--- src/hdl/pbu_ram.sv ---
// Generic single-port-write, one-read synchronous RAM with registered read.
// No dependencies.
module pbu_ram #(
    parameter int WIDTH = 8,
    parameter int DEPTH = 64
) (
    input  logic                                          i_clk,
    input  logic                                          i_we,
    input  logic [((DEPTH > 1) ? $clog2(DEPTH) : 1)-1:0] i_waddr,
    input  logic [WIDTH-1:0]                              i_wdata,
    input  logic [((DEPTH > 1) ? $clog2(DEPTH) : 1)-1:0] i_raddr,
    output logic [WIDTH-1:0]                              o_rdata
);
    logic [WIDTH-1:0] r_mem [DEPTH];
    always_ff @(posedge i_clk) begin
        if (i_we) r_mem[i_waddr] <= i_wdata;
        o_rdata <= r_mem[i_raddr];
    end
endmodule

--- config.mk ---
export PLATFORM = sky130hd
export DESIGN_NAME = pbu_ram
export DESIGN_NICKNAME = d
export VERILOG_FILES = /design/src/hdl/pbu_ram.sv
export SDC_FILE = /design/constraint.sdc
export NUM_CORES = 1
export LEC_CHECK = 0
export BUFFER_PORTS_ARGS = -buffer_cell sky130_fd_sc_hd__buf_2
export CORE_MARGIN = 2
export CORE_UTILIZATION = 31
export CTS_CLUSTER_DIAMETER = 100
export CTS_CLUSTER_SIZE = 8
export DETAILED_ROUTE_END_ITERATION = 16
export PLACE_DENSITY = 0.47
export SETUP_SLACK_MARGIN = 0.3
export SYNTH_ARGS = -nofsm -noshare
export SYNTH_HDL_FRONTEND = slang
export SYNTH_SLANG_ARGS = --single-unit
export TNS_END_PERCENT = 50
--- constraint.sdc ---
create_clock -name i_clk -period 2.6 [get_ports i_clk]
set_input_delay 0.52 -clock i_clk [delete_from_list [all_inputs] [get_ports i_clk]]
set_output_delay 0.52 -clock i_clk [all_outputs]
set_load 0.02 [all_outputs]
==> results.toml, run 1 <==
[outcome]
status = "finished, final reports clean"

[placed_design]
place_ws_ns = -0.168
post-dp-hpwl_um = 32700
gp_congestion = 0.797
portBuffers = 29
placed_area_sq_um = 22400

[route]
drtAntennaViolNets = 0
dr.pass1.iters = 6
first_iter_violations = 909
vias = 10061
wl_per_cell_um = 25.1
drt-total-wl_um = 51200
drcViolationCount = 0
viasPerCell = 4.93

[layout]
layout_commonest_cell = "edfxtp_1"
mostFrequentLayoutCells = "edfxtp_1, buf_4, mux4_2"
syn2layout_area_growth_pct = 21.5
finalNetCount = 1160
layout-drive-gt1-share_pct = 33.4
stdcell_area_sq_um = 24500
n_fill_cell = 5839

[synthesis]
ys_seq_area_share_pct = 77.0
yosys.cell_types.count = 40
yosys_warnings = 0
synth_seq_cells = 520
synth_cells = 940
synth-compound-area-share_pct = 2.07
muxShareOfSynthArea_pct = 15.9
synth-simple-area-share_pct = 3.39
synth-xor-area-share_pct = 0
async_reset_ff_share_pct = 0
syn_area_sq_um = 20200
syn_nets = 962
ys.flop_type = "edfxtp_1"
syn_avg_cell_area_sq_um = 21.5
synth-edff-count = 512
synth_top_family_by_area = "multiplexers"
synthAdderAreaFrac_pct = 0

[setup_path]
crit_path_start_kind = "primary input"
critical_path.max_stage_delay_ns = 0.52
cp_num_buf_inv = 3
path_depth = 7
r2r_start = "r_mem[55][3]"
regToRegSetupSlack_ns = 0.59
cp.required_ns = 3.07
crit_chain = "clkbuf_8, buf_12, buf_12, mux4_2, mux4_2, o21ai_1, o41ai_1"
crit_end = "o_rdata[3]"
crit_family = "multiplexers"
timing.rr.end = "o_rdata[3]"
cp_max_fo = 11
arrival_ns = 2.61
crit_path_start = "i_raddr[0]"
cp_slowest_cell = "mux4_2"
criticalPathCategory = "primary input to register"
endpoint_kind = "register"
r2r.worst_path.cells = 4

[clocking]
cts_hold_buffers = 0
path_clk_slew_ns = 0.05
cts_resized = 0
cts-htree-levels = 3
numCtsBuffers = 74
cts_tree = "built"
clk_path_buf_depth = 3
post_cts_buffers = 0
cts_sinks = 520
cts_root_buf = "clkbuf_16"
clock_latency_ns = 0.60

[grt]
grt_max_degree = 65
grt_pass1_vias = 10445
grt_pass1_wl_um = 74100
gr-total-overflow = 0
grt_usage_pct = 15.5
antenna_found_initial = 4

[sta]
slew_violations = 0
setup_viol = 0
min_period_over_period_pct = 82.4
max_slew.worst_pin.slew_ns = 0.847
setup_slack_ns = 0.459
fin_skew_ns = 0.0185
fmax_ghz = 0.467
relSlewSlack_pct = 43.5
rsz0062_at_grt = "false"
hold_viol = 0
finalCriticalPeriod_ns = 2.14

[power]
power.density_nw_per_um2 = 781
power.leakage_nw = 7.90
peakVddDrop_v = 0.000386

[floorplanning]
io_pins = 30
dieHeight_um = 259
initial_core_util_pct = 31.3
die_x_um = 259
die_area_sq_um = 67100
placementRows = 93
core_sq_um = 64300

[hold_path]
hold_class = "primary input to register"

[run]
drv_cap = 0
-- worst reg2reg max path: cells and delay by family, from the launching register on --
| kind | cells | cell delay [ns] |
|---|---|---|
| flops | 1 | 0.35 |
| mux | 2 | 1.01 |
| compound gates | 2 | 0.51 |
-- routing by layer --
| metal | global-route usage (%) | routed length, um | share of wire [%] | up-vias |
|---|---|---|---|---|
| met5 | 0 | 23 | 0.045 | - |
| li1 | - | - | - | 4342 |
| met1 | 21.9 | 23800 | 47 | 5393 |
| met4 | 4.00 | 901 | 1.8 | 4 |
| met2 | 23.8 | 23400 | 46 | 247 |
| met3 | 4.01 | 3030 | 5.9 | 75 |
-- cell families (layout without fill, tap and decap cells) --
logic type / count (synthesis) / in the layout
compound gates: 54 / 54
buf+inv: 51 / 292
mux: 162 / 162
flops: 520 / 520
simple gates: 153 / 153
other cells: 0 / 3
-- final cells by class --
cell class | count | area [sq um] | share of cell area, %
diodes | 3 | 7.51 | 0.0306
clock buffers | 114 | 2040 | 8.34
clock inverters | 5 | 62.6 | 0.255
multi-input cells | 369 | 4320 | 17.6
flip-flops and latches | 520 | 15500 | 63.4
well taps | 855 | 1070 | 4.37
repair buffers | 173 | 1470 | 5.98
-- worst min path at each step --
| stage | startpoint | to | slack, ns | depth (start not counted) |
|---|---|---|---|---|
| after global routing | i_raddr[5] | o_rdata[0] | 0.36 | 3 |
| final | i_raddr[5] | o_rdata[0] | 0.36 | 3 |
| after global placement | r_mem[31][4] | o_rdata[4] | 0.81 | 3 |
| after CTS | i_raddr[5] | o_rdata[0] | 0.34 | 3 |
| after floorplan | i_wdata[0] | r_mem[0][0] | 0.62 | 0 |
| after detailed placement | r_mem[26][4] | o_rdata[4] | 0.82 | 3 |
-- registers in the layout (all words and copies together) (netlist names) --
register and flops:
o_rdata 8, r_mem 512
-- through the flow --
stage	hold slack, ns	utilization [%]	std cells	total power [mW]	setup TNS (ns)
after CTS	0.339	38.1	2036	19.4	0
final	0.363	38.1	2039	19.1	0
after global routing	0.356	38.1	2036	19.8	0
after global placement	0.811	34.8	1917	10.5	-0.532
after floorplan	0.619	-	940	9.98	0
after detailed placement	0.816	34.8	1917	10.5	-0.418
-- power by group --
part | internal (mW) | total [mW] | switching (mW)
logic | 0.409 | 0.996 | 0.588
clock network | 5.37 | 8.80 | 3.43
registers | 9.30 | 9.33 | 0.0368
total | 15.1 | 19.1 | 4.06
-- cells in the mapped netlist, types with 3 or more instances --
cell | count | share of area [%]
o2bb2ai_1 | 3 | 0.13
nor2b_1 | 14 | 0.43
buf_4 | 13 | 0.48
buf_1 | 4 | 0.074
clkbuf_1 | 17 | 0.32
buf_2 | 11 | 0.27
nand3_1 | 13 | 0.32
a211oi_1 | 4 | 0.15
a221oi_1 | 6 | 0.26
buf_6 | 4 | 0.22
nand2b_1 | 7 | 0.22
a21oi_1 | 3 | 0.074
mux2_2 | 13 | 0.73
nor2_1 | 83 | 1.5
nand3b_1 | 3 | 0.11
nand2_1 | 19 | 0.35
edfxtp_1 | 512 | 76
mux4_2 | 126 | 14
o22ai_1 | 8 | 0.25
o2111ai_1 | 3 | 0.13
nor3_1 | 7 | 0.17
o221ai_1 | 8 | 0.35
dfxtp_1 | 8 | 0.79
mux2i_1 | 23 | 1.1
a22oi_1 | 3 | 0.11
No activity file was read; power rests on OpenSTA's default activity.
==> run 2, diff against run 1 <==
==> constraint.sdc (replaced) <==
create_clock -name i_clk -period 2.12 [get_ports i_clk]
set_input_delay 0.424 -clock i_clk [delete_from_list [all_inputs] [get_ports i_clk]]
set_output_delay 0.424 -clock i_clk [all_outputs]
set_load 0.02 [all_outputs]
==> results.toml, run 2 (synthesized netlist as in run 1, its figures left out) <==
[layout]
syn2layout_area_growth_pct = 22.7
top_regs = "r_mem x512, o_rdata x8"
layout-drive-gt1-share_pct = 37.9
finalNetCount = 1195
regMostFlops = "r_mem"
layoutNonFillerInstCount = 2057
stdcell_area_sq_um = 24700
largest_reg_flops = 512
layout_commonest_cell = "edfxtp_1"
mostFrequentLayoutCells = "edfxtp_1, buf_4, mux4_2"
antennaDiodeCount = 0

[floorplanning]
dieHeight_um = 259
core_sq_um = 64300
io_pins = 30
placementRows = 93
die_area_sq_um = 67100
initial_core_util_pct = 31.3
die_x_um = 259

[grt]
gr-total-overflow = 0
grt_pass1_wl_um = 75300
antenna_found_initial = 1
grt_max_degree = 65
grt_pass1_vias = 10774
grt_usage_pct = 15.6

[clocking]
clk_path_buf_depth = 3
cts_sinks = 520
clock_latency_ns = 0.59
cts_root_buf = "clkbuf_16"
path_clk_slew_ns = 0.05
cts-htree-levels = 3
post_cts_buffers = 0
numCtsBuffers = 74
cts_tree = "built"

[setup_path]
cp.required_ns = 2.59
endpoint_kind = "register"
regToRegSetupSlack_ns = 0.26
arrival_ns = 2.33
crit_end = "o_rdata[0]"
crit_path_start = "r_mem[14][0]"
timing.rr.end = "o_rdata[0]"
criticalPathCategory = "register to register"
r2r.worst_path.cells = 5
cp_max_fo = 1
crit_path_start_kind = "register"
r2r_start = "r_mem[14][0]"

[route]
dr.pass1.iters = 5
drt-total-wl_um = 50900
first_iter_violations = 895
viasPerCell = 4.92
drcViolationCount = 0
vias = 10117
drtAntennaViolNets = 0
wl_per_cell_um = 24.7

[sta]
rsz0062_at_grt = "true"
setup_viol = 0
hold_viol = 0
max_slew.worst_pin.slew_ns = 0.851
slew_violations = 0
fin_skew_ns = 0.0149
relSlewSlack_pct = 43.2
finalCriticalPeriod_ns = 1.86
setup_slack_ns = 0.257
min_period_over_period_pct = 87.9
fmax_ghz = 0.537

[power]
power.leakage_nw = 8.04
power.density_nw_per_um2 = 940
peakVddDrop_v = 0.000556

[placed_design]
place_ws_ns = -0.539
gp_congestion = 0.746
placed_area_sq_um = 22600
post-dp-hpwl_um = 32600
portBuffers = 29
dp_cells = 1952

[run]
drv_cap = 0

[outcome]
status = "finished, final reports clean"

[hold_path]
hold_class = "primary input to register"
## run 2: cell count changes in the layout (fill, tap and decap cells not counted), moves of 2 or more
| cell | delta |
|---|---|
| buf_12 | -5 |
| buf_4 | +40 |
| a2111oi_0 | -2 |
| nor2_1 | -13 |
| diode_2 | -3 |
| o22ai_1 | -2 |
| o22ai_2 | +2 |
| nor3_1 | -5 |
| a221oi_1 | -3 |
| nor2_2 | +12 |
| clkbuf_1 | -14 |
| nor3_2 | +4 |
| a221oi_2 | +3 |
## run 2: final cells by class
class / count / area, sq um
clock inverter: 6 / 67.6
fill: 5785 / 39600
sequential: 520 / 15500
tap: 855 / 1070
clock buffer: 99 / 1970
multi-input combinational: 369 / 4430
timing repair buffer: 208 / 1680
## run 2: per-layer routing
metal	routed length [um]	GRT usage [%]	part of all wire (%)	vias up
met5	0	0	0	-
met4	784	4.35	1.5	0
met3	2240	2.82	4.4	59
met2	24400	25.2	48	237
met1	23400	21.6	46	5425
li1	-	-	-	4396
## run 2: repair_timing
item,in CTS,in global routing
hold buffers,0,0
gates resized for setup,13,3
pin swaps,2,0
endpoints found under the hold margin,0,0
setup endpoints to repair,8,8
## run 2: worst min path at each step
stage | from | endpoint | slack (ns) | depth (start not counted)
6_report | i_wdata[2] | r_mem[3][2] | 0.34 | 2
4_1_cts | i_wdata[2] | r_mem[10][2] | 0.33 | 2
5_1_grt | i_wdata[2] | r_mem[2][2] | 0.35 | 2
3_5_place_dp | r_mem[30][6] | o_rdata[6] | 0.83 | 3
3_3_place_gp | r_mem[30][6] | o_rdata[6] | 0.81 | 3
2_1_floorplan | i_wdata[0] | r_mem[0][0] | 0.52 | 0
## run 2: worst max-delay path, cell delays in order, from the launching register on
cell and delay, ns:
edfxtp_1 0.36, mux4_2 0.51, mux4_2 0.54, nor2_4 0.14, nor3_2 0.05, o2bb2ai_1 0.14
## run 2: power by group
part           internal, mW  switching [mW]
clock network          6.39            4.13
logic                 0.536           0.747
registers              11.4          0.0472
total                  18.3            4.92
## run 2: per-stage QoR
stage | setup TNS (ns) | power, mW | util [%] | hold WS, ns
global route | 0 | 24.1 | 38.5 | 0.350
floorplan | 0 | 12.3 | - | 0.523
CTS | 0 | 23.5 | 38.4 | 0.327
global placement | -2.95 | 12.9 | 35.2 | 0.809
finish | 0 | 23.3 | 38.5 | 0.344
detailed placement | -3.14 | 12.9 | 35.2 | 0.832
==> run 3, diff against run 2 <==
--- a/config.mk
+++ b/config.mk
@@ -6,7 +6,7 @@
 export NUM_CORES = 1
 export LEC_CHECK = 0
 export BUFFER_PORTS_ARGS = -buffer_cell sky130_fd_sc_hd__buf_2
-export CORE_MARGIN = 2
+export CORE_MARGIN = 8
 export CORE_UTILIZATION = 31
 export CTS_CLUSTER_DIAMETER = 100
 export CTS_CLUSTER_SIZE = 8
==> results.toml, run 3 (synthesized netlist as in run 1, its figures left out) <==
[grt]
gr-total-overflow = 0
grt_pass1_wl_um = 75500
antenna_found_initial = 0
grt_max_degree = 65
grt_usage_pct = 14.0
grt_pass1_vias = 10827

[placed_design]
portBuffers = 29
gp_congestion = 0.739
post-dp-hpwl_um = 33200

[setup_path]
crit_path_start_kind = "register"
arrival_ns = 2.36
regToRegSetupSlack_ns = 0.23
timing.rr.end = "o_rdata[4]"
crit_chain = "mux4_2, mux2_4, o221a_4, nor3_2, buf_4, o32ai_1"
cp.required_ns = 2.58
crit_family = "multiplexers"
cp_max_fo = 1
r2r_start = "r_mem[29][4]"
cp_slowest_cell = "mux4_2"
cp_num_buf_inv = 1
endpoint_kind = "register"
critical_path.max_stage_delay_ns = 0.47
criticalPathCategory = "register to register"
r2r.worst_path.cells = 6

[floorplanning]
placementRows = 93
die_area_sq_um = 73500
dieHeight_um = 271
die_x_um = 271
io_pins = 30
core_sq_um = 64300
initial_core_util_pct = 31.3

[hold_path]
hp-start = "i_wdata[2]"
holdPathStages = 1
hold_class = "primary input to register"
hold_end = "r_mem[4][2]"

[layout]
syn2layout_area_growth_pct = 23.3
seqCellArea_sq_um = 15500
largest_reg_flops = 512
antennaDiodeCount = 0
finalNetCount = 1213
layout_commonest_cell = "edfxtp_1"
top_regs = "r_mem x512, o_rdata x8"
regMostFlops = "r_mem"
multi_input_area_sq_um = 4420
n_fill_cell = 5801
mostFrequentLayoutCells = "edfxtp_1, buf_4, mux4_2"
layout-drive-gt1-share_pct = 38.5

[route]
first_iter_violations = 803
vias = 10156
drtAntennaViolNets = 0
dr.pass1.iters = 4
viasPerCell = 4.90
drcViolationCount = 0
drt-total-wl_um = 51500
wl_per_cell_um = 24.9

[sta]
fin_skew_ns = 0.0245
slew_violations = 0
fmax_ghz = 0.529
min_period_over_period_pct = 89.2
finalCriticalPeriod_ns = 1.89
setup_viol = 0
rsz0062_at_grt = "true"
hold_viol = 0
tns_ns = 0
relSlewSlack_pct = 39.6
max_slew.worst_pin.slew_ns = 0.905
hold_slack_ns = 0.232

[run]
drv_cap = 0

[clocking]
clock_latency_ns = 0.60
clk_path_buf_depth = 3
cts_root_buf = "clkbuf_16"
numCtsBuffers = 74
cts-htree-levels = 3
path_clk_slew_ns = 0.05
cts_sinks = 520
cts_hold_buffers = 0
cts_tree = "built"

[power]
peakVddDrop_v = 0.000596
power.density_nw_per_um2 = 935
power.leakage_nw = 8.14

[outcome]
status = "finished, final reports clean"
run 3: changes by cell type in the layout (fill, tap and decap cells not counted), moves of 2 or more:
cell,change
buf_12,+2
buf_4,+16
clkbuf_1,-4
mux2_2,-2
mux2_4,+2
nor2_1,+2
o221a_2,-2
o221a_4,+2
o22ai_1,+2
o22ai_2,-2
run 3: power breakdown:
part	internal (mW)	leakage, nW	total (mW)	switching, mW
combinational	0.567	2.48	1.31	0.747
clock	6.37	0.980	10.5	4.13
sequential	11.4	4.67	11.4	0.0445
total	18.3	8.14	23.3	4.92
run 3: cell type report:
type / instances / share of cell area [%]
multi-input combinational: 369 / 17.8
clock buffer: 95 / 7.85
clock inverter: 6 / 0.272
sequential: 520 / 62.5
timing repair buffer: 226 / 7.35
tap: 855 / 4.30
run 3: worst max path at each step:
| stage | from | endpoint | slack, ns | depth (start not counted) |
|---|---|---|---|---|
| after floorplan | i_raddr[0] | o_rdata[7] | 0.15 | 7 |
| after global placement | i_raddr[0] | o_rdata[7] | -0.41 | 7 |
| after detailed placement | i_raddr[0] | o_rdata[7] | -0.41 | 7 |
| after CTS | r_mem[29][4] | o_rdata[4] | 0.21 | 6 |
| after global routing | r_mem[20][4] | o_rdata[4] | 0.16 | 6 |
| final | r_mem[29][4] | o_rdata[4] | 0.23 | 6 |
run 3: repair_timing:
item | 4_1_cts | 5_1_grt
pin swaps | 2 | 0
setup buffers | 4 | 5
gates cloned | 0 | 0
resized for setup | 8 | 5
setup endpoints to repair | 8 | 8
run 3: stage by stage:
step	util, %	std cells	power [mW]	cell area (sq um)	setup WS (ns)
finish	38.6	2071	23.3	24900	0.228
global route	38.6	2071	24.1	24900	0.161
CTS	38.6	2066	23.6	24800	0.209
detailed placement	35.3	1961	13.0	22700	-0.406
global placement	35.3	1961	12.9	22700	-0.409
floorplan	-	940	12.3	20300	0.148
run 3: metal layers:
layer,up-vias,GRT usage [%],part of all wire (%)
met1,5463,19.4,46
met5,-,0,0
met2,218,22.4,48
met3,63,2.59,4.2
li1,4412,-,-
met4,0,3.99,1.8
